<file path="src/rtl/atlb_pkg.sv">
// shared types and constants of the associative translation buffer set
`default_nettype none

package atlb_pkg;

	localparam int CFG_W = 4;
	localparam logic [CFG_W-1:0] CFG_WAYS_RESET = 4'd8;

	typedef enum logic [1:0] {
		OP_LOOKUP = 2'd0,
		OP_INSERT = 2'd1,
		OP_DELETE = 2'd2,
		OP_NOP    = 2'd3
	} op_t;

	typedef enum logic [3:0] {
		S_IDLE = 4'b0001,
		S_EVAL = 4'b0010,
		S_SCAN = 4'b0100,
		S_REPL = 4'b1000
	} state_t;

	// controller to datapath
	typedef struct packed {
		logic accept;
		logic commit;
		logic scan_init;
		logic scan_step;
		logic repl;
	} cmd_t;

	// datapath to controller
	typedef struct packed {
		op_t  op;
		logic has_free;
		logic n_one;
		logic scan_last;
		logic out_free;
	} sts_t;

endpackage

`default_nettype wire

</file>
<file path="src/rtl/atlb_if.sv">
// request and response channel interfaces
`default_nettype none

interface atlb_req_if #(
	parameter int PAGE_BITS  = 20,
	parameter int FRAME_BITS = 20
);
	logic                  valid;
	logic                  ready;
	logic [1:0]            opcode;
	logic [PAGE_BITS-1:0]  page_number;
	logic [FRAME_BITS-1:0] frame_number;

	modport source (output valid, output opcode, output page_number, output frame_number,
		input ready);
	modport sink (input valid, input opcode, input page_number, input frame_number,
		output ready);
endinterface

interface atlb_rsp_if #(
	parameter int PAGE_BITS  = 20,
	parameter int FRAME_BITS = 20
);
	logic                  valid;
	logic                  ready;
	logic                  hit;
	logic [FRAME_BITS-1:0] result_frame;
	logic                  evicted_valid;
	logic [PAGE_BITS-1:0]  evicted_page;
	logic [FRAME_BITS-1:0] evicted_frame;

	modport source (output valid, output hit, output result_frame, output evicted_valid,
		output evicted_page, output evicted_frame, input ready);
	modport sink (input valid, input hit, input result_frame, input evicted_valid,
		input evicted_page, input evicted_frame, output ready);
endinterface

`default_nettype wire

</file>
<file path="src/rtl/atlb_ctrl.sv">
// sequencing state machine of the translation buffer set
`default_nettype none

module atlb_ctrl
	import atlb_pkg::*;
(
	input  wire logic clk,
	input  wire logic arst_n,
	input  wire logic in_valid,
	output logic      in_ready,
	input  wire sts_t sts,
	output cmd_t      cmd
);

	state_t state_q, state_d;

	assign in_ready = (state_q == S_IDLE);

	always_comb begin
		state_d = state_q;
		cmd     = '0;
		unique case (state_q)
			S_IDLE: begin
				if (in_valid) begin
					cmd.accept = 1'b1;
					state_d    = S_EVAL;
				end
			end
			S_EVAL: begin
				if (sts.op == OP_INSERT && !sts.has_free) begin
					cmd.scan_init = 1'b1;
					state_d       = sts.n_one ? S_REPL : S_SCAN;
				end else if (sts.out_free) begin
					cmd.commit = 1'b1;
					state_d    = S_IDLE;
				end
			end
			S_SCAN: begin
				cmd.scan_step = 1'b1;
				if (sts.scan_last) begin
					state_d = S_REPL;
				end
			end
			S_REPL: begin
				if (sts.out_free) begin
					cmd.repl = 1'b1;
					state_d  = S_IDLE;
				end
			end
			default: begin
				state_d = S_IDLE;
			end
		endcase
	end

	always_ff @(posedge clk or negedge arst_n) begin
		if (!arst_n) begin
			state_q <= S_IDLE;
		end else begin
			state_q <= state_d;
		end
	end

endmodule

`default_nettype wire

</file>
<file path="src/rtl/atlb_dp.sv">
// entry storage, match logic, stamp scan and result register
`default_nettype none

module atlb_dp
	import atlb_pkg::*;
#(
	parameter int WAYS       = 8,
	parameter int PAGE_BITS  = 20,
	parameter int FRAME_BITS = 20,
	parameter int STAMP_BITS = 32
) (
	input  wire logic                  clk,
	input  wire logic                  arst_n,
	input  wire logic                  cfg_we,
	input  wire logic [CFG_W-1:0]      cfg_wdata,
	input  wire logic [1:0]            in_opcode,
	input  wire logic [PAGE_BITS-1:0]  in_page,
	input  wire logic [FRAME_BITS-1:0] in_frame,
	input  wire cmd_t                  cmd,
	output sts_t                       sts,
	output logic                       out_valid,
	input  wire logic                  out_ready,
	output logic                       out_hit,
	output logic [FRAME_BITS-1:0]      out_result_frame,
	output logic                       out_evicted_valid,
	output logic [PAGE_BITS-1:0]       out_evicted_page,
	output logic [FRAME_BITS-1:0]      out_evicted_frame
);

	localparam int IW = (WAYS > 1) ? $clog2(WAYS) : 1;
	localparam int NW = $clog2(WAYS + 1);

	logic [CFG_W-1:0]      ways_q;
	logic [STAMP_BITS-1:0] stamp_ctr_q;
	logic [WAYS-1:0]       valid_q;
	logic [PAGE_BITS-1:0]  page_q  [WAYS];
	logic [FRAME_BITS-1:0] frame_q [WAYS];
	logic [STAMP_BITS-1:0] stamp_q [WAYS];

	op_t                   op_q;
	logic [PAGE_BITS-1:0]  pg_q;
	logic [FRAME_BITS-1:0] fr_q;
	logic [STAMP_BITS-1:0] now_q;

	logic [IW-1:0]         idx_q;
	logic [IW-1:0]         best_idx_q;
	logic [STAMP_BITS-1:0] best_stamp_q;

	logic                  out_valid_q;

	logic [NW-1:0]   n_act;
	logic [WAYS-1:0] in_use;
	logic [WAYS-1:0] match;
	logic [WAYS-1:0] free;
	logic [IW-1:0]   hit_idx;
	logic [IW-1:0]   free_idx;
	logic            out_free;
	logic            out_ld;

	// clamp the way count to 1..WAYS
	always_comb begin
		if (ways_q == '0) begin
			n_act = NW'(1);
		end else if (int'(ways_q) > WAYS) begin
			n_act = NW'(WAYS);
		end else begin
			n_act = NW'(ways_q);
		end
	end

	always_comb begin
		for (int i = 0; i < WAYS; i++) begin
			in_use[i] = (i < int'(n_act));
			match[i]  = in_use[i] && valid_q[i] && (page_q[i] == pg_q);
			free[i]   = in_use[i] && !valid_q[i];
		end
	end

	// lowest matching way and lowest free way
	always_comb begin
		hit_idx  = '0;
		free_idx = '0;
		for (int i = WAYS - 1; i >= 0; i--) begin
			if (match[i]) begin
				hit_idx = IW'(i);
			end
			if (free[i]) begin
				free_idx = IW'(i);
			end
		end
	end

	assign out_free = !out_valid_q || out_ready;
	assign out_ld   = cmd.commit || cmd.repl;

	assign sts.op        = op_q;
	assign sts.has_free  = |free;
	assign sts.n_one     = (n_act == NW'(1));
	assign sts.scan_last = ((NW'(idx_q) + NW'(1)) == n_act);
	assign sts.out_free  = out_free;

	always_ff @(posedge clk or negedge arst_n) begin
		if (!arst_n) begin
			ways_q      <= CFG_WAYS_RESET;
			stamp_ctr_q <= '0;
			valid_q     <= '0;
			op_q        <= OP_NOP;
			out_valid_q <= 1'b0;
		end else begin
			if (cfg_we) begin
				ways_q <= cfg_wdata;
			end
			if (cmd.accept) begin
				stamp_ctr_q <= stamp_ctr_q + STAMP_BITS'(1);
				op_q        <= op_t'(in_opcode);
			end
			if (cmd.commit && op_q == OP_INSERT) begin
				valid_q[free_idx] <= 1'b1;
			end
			if (cmd.commit && op_q == OP_DELETE && (|match)) begin
				valid_q[hit_idx] <= 1'b0;
			end
			if (cmd.repl) begin
				valid_q[best_idx_q] <= 1'b1;
			end
			if (out_ld) begin
				out_valid_q <= 1'b1;
			end else if (out_ready) begin
				out_valid_q <= 1'b0;
			end
		end
	end

	// payload: latched item, entry contents, scan and result registers
	always_ff @(posedge clk) begin
		if (cmd.accept) begin
			pg_q  <= in_page;
			fr_q  <= in_frame;
			now_q <= stamp_ctr_q;
		end
		if (cmd.commit) begin
			unique case (op_q)
				OP_LOOKUP: begin
					if (|match) begin
						stamp_q[hit_idx] <= now_q;
					end
				end
				OP_INSERT: begin
					page_q[free_idx]  <= pg_q;
					frame_q[free_idx] <= fr_q;
					stamp_q[free_idx] <= now_q;
				end
				OP_DELETE, OP_NOP: begin
				end
				default: begin
				end
			endcase
		end
		if (cmd.repl) begin
			page_q[best_idx_q]  <= pg_q;
			frame_q[best_idx_q] <= fr_q;
			stamp_q[best_idx_q] <= now_q;
		end
		if (cmd.scan_init) begin
			idx_q        <= IW'(1);
			best_idx_q   <= '0;
			best_stamp_q <= stamp_q[0];
		end
		if (cmd.scan_step) begin
			idx_q <= idx_q + IW'(1);
			if (stamp_q[idx_q] < best_stamp_q) begin
				best_idx_q   <= idx_q;
				best_stamp_q <= stamp_q[idx_q];
			end
		end
		if (cmd.repl) begin
			out_hit           <= 1'b0;
			out_result_frame  <= '0;
			out_evicted_valid <= 1'b1;
			out_evicted_page  <= page_q[best_idx_q];
			out_evicted_frame <= frame_q[best_idx_q];
		end else if (cmd.commit) begin
			out_hit           <= (|match) && (op_q == OP_LOOKUP || op_q == OP_DELETE);
			out_result_frame  <= ((|match) && op_q == OP_LOOKUP) ? frame_q[hit_idx] : '0;
			out_evicted_valid <= (|match) && op_q == OP_DELETE;
			out_evicted_page  <= ((|match) && op_q == OP_DELETE) ? page_q[hit_idx] : '0;
			out_evicted_frame <= ((|match) && op_q == OP_DELETE) ? frame_q[hit_idx] : '0;
		end
	end

	assign out_valid = out_valid_q;

endmodule

`default_nettype wire

</file>
<file path="src/rtl/assoc_tlb_set_lru.sv">
// top level of one fully associative translation buffer set with lru replacement
//
//  channel  dir  handshake          carries
//  cfg      in   cfg_we             ways_in_use (4 bits), write only
//  req      in   valid / ready      opcode, page_number, frame_number
//  rsp      out  valid / ready      hit, result_frame, evicted_valid/page/frame
//
//  lookup, delete, insert into a free way and no-op: the transfer in idle,
//  then parallel page compare and commit; the next request waits for idle
//  insert into a full set instead runs the stamp scan over the ways in use
//  (clamped to 1..WAYS), one way per cycle, to find and replace the oldest stamp
//  reset clears valid bits, stamp counter and control at once; no clearing pass
//  a result waits in the output register; a stalled rsp holds the set in its
//  commit or replace step until the register frees up
`default_nettype none

module assoc_tlb_set_lru
	import atlb_pkg::*;
#(
	parameter int WAYS       = 8,
	parameter int PAGE_BITS  = 20,
	parameter int FRAME_BITS = 20,
	parameter int STAMP_BITS = 32
) (
	input  wire logic             clk,
	input  wire logic             arst_n,
	input  wire logic             cfg_we,
	input  wire logic [CFG_W-1:0] cfg_wdata,
	atlb_req_if.sink              req,
	atlb_rsp_if.source            rsp
);

	// command and status between the sequencer and the datapath
	cmd_t cmd;
	sts_t sts;

	// sequencer: idle, evaluate, scan stamps, replace
	atlb_ctrl u_ctrl (
		.clk      (clk),
		.arst_n   (arst_n),
		.in_valid (req.valid),
		.in_ready (req.ready),
		.sts      (sts),
		.cmd      (cmd)
	);

	// entry store, compare, priority pick, stamp scan, result register
	atlb_dp #(
		.WAYS       (WAYS),
		.PAGE_BITS  (PAGE_BITS),
		.FRAME_BITS (FRAME_BITS),
		.STAMP_BITS (STAMP_BITS)
	) u_dp (
		.clk               (clk),
		.arst_n            (arst_n),
		.cfg_we            (cfg_we),
		.cfg_wdata         (cfg_wdata),
		.in_opcode         (req.opcode),
		.in_page           (req.page_number),
		.in_frame          (req.frame_number),
		.cmd               (cmd),
		.sts               (sts),
		.out_valid         (rsp.valid),
		.out_ready         (rsp.ready),
		.out_hit           (rsp.hit),
		.out_result_frame  (rsp.result_frame),
		.out_evicted_valid (rsp.evicted_valid),
		.out_evicted_page  (rsp.evicted_page),
		.out_evicted_frame (rsp.evicted_frame)
	);

endmodule

`default_nettype wire

</file>
<file path="src/flat_wrapper.sv">
// flat-port wrapper written by rule: the top's interface ports become plain ports
module assoc_tlb_set_lru_flat import atlb_pkg::*;
#(
	parameter int WAYS       = 8,
	parameter int PAGE_BITS  = 20,
	parameter int FRAME_BITS = 20,
	parameter int STAMP_BITS = 32
)
  (clk, arst_n, cfg_we, cfg_wdata, req_valid, req_opcode, req_page_number, req_frame_number, req_ready, rsp_valid, rsp_hit, rsp_result_frame, rsp_evicted_valid, rsp_evicted_page, rsp_evicted_frame, rsp_ready);
  atlb_req_if #(.PAGE_BITS(PAGE_BITS), .FRAME_BITS(FRAME_BITS)) req_i ();
  atlb_rsp_if #(.PAGE_BITS(PAGE_BITS), .FRAME_BITS(FRAME_BITS)) rsp_i ();
  input  wire logic clk;
  input  wire logic arst_n;
  input  wire logic cfg_we;
  input  wire logic [CFG_W-1:0] cfg_wdata;
  input wire logic [$bits(req_i.valid)-1:0] req_valid;
  input wire logic [$bits(req_i.opcode)-1:0] req_opcode;
  input wire logic [$bits(req_i.page_number)-1:0] req_page_number;
  input wire logic [$bits(req_i.frame_number)-1:0] req_frame_number;
  output wire logic [$bits(req_i.ready)-1:0] req_ready;
  output wire logic [$bits(rsp_i.valid)-1:0] rsp_valid;
  output wire logic [$bits(rsp_i.hit)-1:0] rsp_hit;
  output wire logic [$bits(rsp_i.result_frame)-1:0] rsp_result_frame;
  output wire logic [$bits(rsp_i.evicted_valid)-1:0] rsp_evicted_valid;
  output wire logic [$bits(rsp_i.evicted_page)-1:0] rsp_evicted_page;
  output wire logic [$bits(rsp_i.evicted_frame)-1:0] rsp_evicted_frame;
  input wire logic [$bits(rsp_i.ready)-1:0] rsp_ready;
  assign req_i.valid = req_valid;
  assign req_i.opcode = req_opcode;
  assign req_i.page_number = req_page_number;
  assign req_i.frame_number = req_frame_number;
  assign req_ready = req_i.ready;
  assign rsp_valid = rsp_i.valid;
  assign rsp_hit = rsp_i.hit;
  assign rsp_result_frame = rsp_i.result_frame;
  assign rsp_evicted_valid = rsp_i.evicted_valid;
  assign rsp_evicted_page = rsp_i.evicted_page;
  assign rsp_evicted_frame = rsp_i.evicted_frame;
  assign rsp_i.ready = rsp_ready;
  assoc_tlb_set_lru #(.WAYS(WAYS), .PAGE_BITS(PAGE_BITS), .FRAME_BITS(FRAME_BITS), .STAMP_BITS(STAMP_BITS)) u_core (.clk(clk), .arst_n(arst_n), .cfg_we(cfg_we), .cfg_wdata(cfg_wdata), .req(req_i), .rsp(rsp_i));
endmodule
</file>
<file path="config.mk">
export PLATFORM = sky130hd
export DESIGN_NAME = assoc_tlb_set_lru_flat
export DESIGN_NICKNAME = d
export VERILOG_FILES = /design/src/rtl/atlb_pkg.sv /design/src/rtl/atlb_if.sv /design/src/rtl/atlb_ctrl.sv /design/src/rtl/atlb_dp.sv /design/src/rtl/assoc_tlb_set_lru.sv /design/src/flat_wrapper.sv
export SDC_FILE = /design/constraint.sdc
export NUM_CORES = 1
export LEC_CHECK = 0
export BUFFER_PORTS_ARGS = -buffer_cell sky130_fd_sc_hd__clkbuf_2
export CORE_MARGIN = 2
export CORE_UTILIZATION = 30
export CTS_BUF_LIST = sky130_fd_sc_hd__clkbuf_16
export DETAILED_ROUTE_END_ITERATION = 10
export PLACE_DENSITY = 0.44
export RECOVER_POWER = 25
export SLEW_MARGIN = 15
export SYNTH_ARGS = -nofsm -noshare
export SYNTH_HDL_FRONTEND = slang
export SYNTH_HIERARCHICAL = 1
export SYNTH_SLANG_ARGS = --single-unit
export TNS_END_PERCENT = 1
</file>
<file path="constraint.sdc">
create_clock -name clk -period 17.1 [get_ports clk]
set_input_delay 3.42 -clock clk [delete_from_list [all_inputs] [get_ports clk]]
set_output_delay 3.42 -clock clk [all_outputs]
set_load 0.03 [all_outputs]
</file>
# Word level (Yosys, flattened, before mapping)
# Memory sizes are Yosys's and may differ from the RTL's. A register that Yosys moved wholly into a read port is not among the register bits.
# Index checks and enable logic that the tools add are counted.
dict set report totals {
  ff_bits 223
  latch_bits 0
  ram_bits 576
  mem_bits_ro 0
  in_bits 51
  output_inout_bits 64
  wordCells 200
  n_memories 3
}
dict set report classes {
  n_addsub 3
  multipliers 0
  div 0
  n_lt_le_gt_ge 16
  n_eq_ne 18
  n_shift 0
  n_mux 80
  n_bitwise 4
  n_reduce_logical 59
}
# memory words width read_ports rd_ports_with_merged_regs wr line
set mem_list {}
lappend mem_list {u_core.u_dp.stamp_q 8 32 2 1 1 atlb_dp.sv:38} ;# logic [STAMP_BITS-1:0] stamp_q [WAYS];
lappend mem_list {u_core.u_dp.frame_q 8 20 2 1 1 atlb_dp.sv:37} ;# logic [FRAME_BITS-1:0] frame_q [WAYS];
lappend mem_list {u_core.u_dp.page_q 8 20 10 1 1 atlb_dp.sv:36} ;# logic [PAGE_BITS-1:0] page_q [WAYS];
# operator n
set op_table {}
lappend op_table {{20-bit two-way mux} 9}
lappend op_table {{20-bit == test} 8}
lappend op_table {{32-bit two-way mux} 5}
lappend op_table {{3-bit two-way mux} 26}
lappend op_table {{32-bit OR reduction} 2}
lappend op_table {{20-bit OR reduction} 2}
lappend op_table {{1-bit logical AND} 34}
lappend op_table {{32-bit by 1-bit adder with 32-bit output (second input constant)} 1}
lappend op_table {{32-bit less-than comparator} 1}
lappend op_table {{4-bit two-way mux} 7}
lappend op_table {{1-bit two-way mux} 25}
lappend op_table {{8-bit two-way mux} 3}
lappend op_table {{3-bit by 4-bit less-than comparator with 1-bit output (first input constant)} 4}
lappend op_table {{8-bit bitwise OR} 2}
lappend op_table {{4-bit case mux with 4 select lines} 1}
lappend op_table {{8-bit OR reduction} 2}
lappend op_table {{3-bit by 4-bit less-than comparator with 1-bit output (second input constant)} 3}
lappend op_table {{1-bit logical NOT} 10}
lappend op_table {{1-bit demux with 3-bit select} 3}
lappend op_table {{3-bit by 1-bit >= comparator with 1-bit output (second input constant)} 3}
lappend op_table {{8-bit bitwise AND} 1}
lappend op_table {{4-bit by 1-bit == test with 1-bit output (second input constant)} 2}
lappend op_table {{1-bit by 4-bit less-than comparator with 1-bit output (first input constant)} 2}
lappend op_table {{2-bit by 4-bit less-than comparator with 1-bit output (first input constant)} 2}
lappend op_table {{18 further kinds} 22}

# Depth between registers and ports, before layout
dict set report depth {
  depth_word 23
  ltp_mapped 18
  mapped_depth_nobuf 16
}

# By module
# The synthesis kept the hierarchy.
# mod instances cells_each area_per_inst_um2 seq_area_each_um2
set modules_own_cells {}
lappend modules_own_cells {atlb_dp 1 2446 36150.9 23130.9}
lappend modules_own_cells {atlb_ctrl 1 35 317.8 101.3}

# Least setup slack after synthesis
# Ideal clock, no wire load.
dict set report synth_timing {
  path_type {input to register}
  from {input rsp_ready}
  to {memory u_core.u_dp.frame_q[1][0], enable pin}
  setup_ns 0.495
  arrival_time_ns 7.368
  t_required_ns 16.605
  path_slack_ns 9.236
  stages 9
  path_buffers 1
  cell_sequence {nand2b_1 buf_4 and3_1 inv_1 nor2_1 nand2_1 nor2_1 nand2_1 o21ai_0}
}
# element line
set synth_rtl {}
lappend synth_rtl {{start: declaration} flat_wrapper.sv:27} ;# input wire logic [$bits(rsp_i.ready)-1:0] rsp_ready;
lappend synth_rtl {{end: declaration} atlb_dp.sv:37}

==> run_results.csv <==
group,metric,value,unit
synthesis,yosys.area.top_type_share,56.9,%
clock_network,clk_path_buf_depth,3,
grt,grt_pass1_vias,22718,
sta,maxSlewViolCount,0,
synthesis,async_reset_ff_share,6.36,%
grt,grt_usage,16.8,%
clock_network,clk_latency,680,ps
placement,placed_cells,4110,
die,die_w,353,um
sta,setup_viol,0,
power_and_ir_drop,peakVddDrop,76.6,uV
route,vias_per_cell,5.12,
clock_network,cts-htree-levels,3,
clock_network,cts_resized,0,
die,core,120000,um2
route,firstDrtPassIters,5,
sta,fin_crit_sh,35.2,%
worst_setup_path,endpoint_kind,"flip-flop",
grt,overflow,0,
synthesis,avgSynthCellArea,14.7,um2
route,drt-initial-drc-count,1945,
power_and_ir_drop,power_density,112,nW/um2
run,maxCapViolCount,0,
synthesis,synth_cells,2481,
placement,place_congestion,0.892,
sta,finalClockSkew,41.3,ps
sta,fin_setup_tns,0,ps
clock_network,cts_root_buf,"clkbuf_16",
placement,port_buffers,114,
power_and_ir_drop,leakagePower,13.9,nW
clock_network,postCtsSetupBuffers,0,
clock_network,cts_made_buffers,92,
sta,period_needed,6020,ps
worst_setup_path,cp-start-kind,"primary input",
sta,finalHoldViolCount,0,
min_path,min_path_type,"reg2reg",
route,drc_errors,0,
synthesis,ys_types,82,
sta,max-slew-margin-rel,27.4,%
worst_setup_path,critPathKind,"in2reg",
die,die_area,124000,um2
synthesis,synthesis.nets,2565,
clock_network,clock_sinks,802,
synthesis,syn_area,36500,um2
synthesis,ys_top_cells_by_count,"691 x edfxtp_1, 252 x nand2_1, 144 x mux4_2",
grt,antenna_found_initial,6,
finish,fin_cells,4284,
status,status,"completed",
synthesis,synth.most_common_cell,"edfxtp_1",
route,wl,106000,um
placement,dp_hpwl,66100,um
route,post_drt_wl_per_cell,24.7,um
synthesis,ys_ff_latch,802,
worst_setup_path,arrival,6340,ps
clock_network,hold_buffers,0,
finish,drive_gt1_share,24.1,%
grt,grt_pass1_wl,156000,um
route,vias,21936,
sta,fmax,166,MHz
die,dieHeight,353,um
sta,rsz0062_at_grt,"false",
clock_network,cts_tree,"built",
clock_network,clk_pin_slew,60,ps
grt,grt_max_degree,68,
synthesis,yosysSeqAreaShare,63.7,%
synthesis,synth_area_leaders,"edfxtp_1 57%, mux4_2 8.9%, mux2_2 3.9%",
synthesis,ys.flop_type,"edfxtp_1",
die,num_rows,127,
synthesis,yosysWarnings,6,
route,antenna_left,0,
worst_setup_path,path_max_fanout,22,
synthesis,synth-edff-count,691,
die,start_util,30.3,%
synthesis,synth_top_area_cell,"edfxtp_1",
sta,worstMarginPinSlew,1090,ps
finish,syn_to_final_growth,14.7,%
finish,final_nets,2677,
finish,utilization,34.8,%
die,top_level_ports,115,
worst_setup_path,required,17430,ps
-- routing by layer --
| layer | global-route usage, % | part of all wire [%] | vias up | wire, um |
|---|---|---|---|---|
| li1 | - | - | 9799 | - |
| met1 | 22.7 | 45 | 11304 | 47100 |
| met2 | 27.5 | 48 | 665 | 50400 |
| met3 | 2.70 | 4.5 | 166 | 4720 |
| met4 | 5.58 | 3.3 | 2 | 3490 |
| met5 | 0 | 0.017 | - | 18 |
-- where the power goes --
part | internal, mW | switching [mW] | leakage, nW | total (mW)
Clock | 1.07 | 0.807 | 1.53 | 1.88
Combinational | 0.108 | 0.264 | 4.92 | 0.372
Sequential | 2.29 | 0.138 | 7.44 | 2.43
Total | 3.47 | 1.21 | 13.9 | 4.68
-- final cells by class --
class,instances,area [um2]
sequential,802,23200
timing repair buffer,164,955
antenna,1,2.50
fill,11546,78500
clock buffer,92,2300
multi-input combinational,1486,12600
tap,1612,2020
inverter,47,179
clock inverter,80,557
-- layout by cell type (no fill, tap or decap), types with 75 or more instances in the layout --
cell type  synthesis  layout
xnor2_1           75      75
edfxtp_1         691     691
o21ai_0          104      87
clkbuf_16          0      92
nand2_1          252     251
clkbuf_2           0     114
a21oi_1          114     114
xor2_1           119     119
inv_1             46      76
mux2_2           127     127
mux4_2           144     144
-- state kept, by name (all words and copies together) (netlist names), named ones only --
name                           cells
u_core/u_dp/frame_q              160
u_core/u_dp/stamp_ctr_q           32
u_core/u_dp/now_q                 32
u_core/u_dp/out_valid              1
u_core/u_dp/best_stamp_q          32
u_core/u_dp/ways_q                 4
u_core/u_dp/pg_q                  20
u_core/u_dp/out_evicted_page      20
u_core/u_dp/out_evicted_valid      1
u_core/u_dp/stamp_q              256
u_core/u_dp/out_result_frame      20
u_core/u_dp/valid_q                8
u_core/u_dp/op_q                   2
u_core/u_dp/out_hit                1
u_core/u_dp/best_idx_q             3
u_core/u_dp/page_q               160
u_core/u_ctrl/state_q              4
u_core/u_dp/out_evicted_frame     20
u_core/u_dp/idx_q                  3
u_core/u_dp/fr_q                  20
-- per-stage QoR --
stage	area, um2	power (mW)	hold WS (ps)	setup WS (ps)
global placement	38900	2.84	448	10410
finish	41800	4.68	451	11080
detailed placement	38900	2.84	451	10420
floorplan	36500	2.64	441	9240
CTS	41800	4.75	459	11010
global route	41800	4.86	472	10940
-- worst paths after layout --
path | from | end | slack, ps | cells after the start
max | rsp_ready | u_core/u_dp/frame_q[6][14]$_DFFE_PP_ | 11080 | 9
min | u_core/u_dp/out_result_frame[8]$_SDFFE_PP0P_ | u_core/u_dp/out_result_frame[8]$_SDFFE_PP0P_ | 450 | 2
max reg2reg | u_core/u_dp/pg_q[17]$_DFFE_PP_ | u_core/u_dp/stamp_q[2][0]$_DFFE_PP_ | 11460 | 12
min reg2reg | u_core/u_dp/out_result_frame[8]$_SDFFE_PP0P_ | u_core/u_dp/out_result_frame[8]$_SDFFE_PP0P_ | 450 | 2
max in group asynchronous | arst_n | u_core/u_ctrl/state_q[1]$_DFFE_PN0P_ | 13650 | 2
min in group asynchronous | arst_n | u_core/u_dp/stamp_ctr_q[5]$_DFFE_PN0P_ | 2940 | 2
-- worst max-delay path, stage by stage --
cell      delay, ps
clkbuf_2         70
nand2b_1        300
and3_1          330
inv_1            90
nor2_1          320
and2_1          290
nand3_1         210
o21ai_4         770
buf_4           480
-- kinds of logic (layout without fill, tap and decap cells) --
kind of cell / Yosys count / after routing / share of synthesized area (%)
compound gates: 390 / 390 / 6.56
xor+xnor: 194 / 194 / 4.66
flops: 802 / 802 / 63.7
fa+ha+maj: 33 / 33 / 1.13
other cells: 0 / 1 / 0
simple gates: 567 / 567 / 7.55
mux: 302 / 302 / 13.9
buf+inv: 193 / 383 / 2.46
No activity file was read; power rests on OpenSTA's default activity.
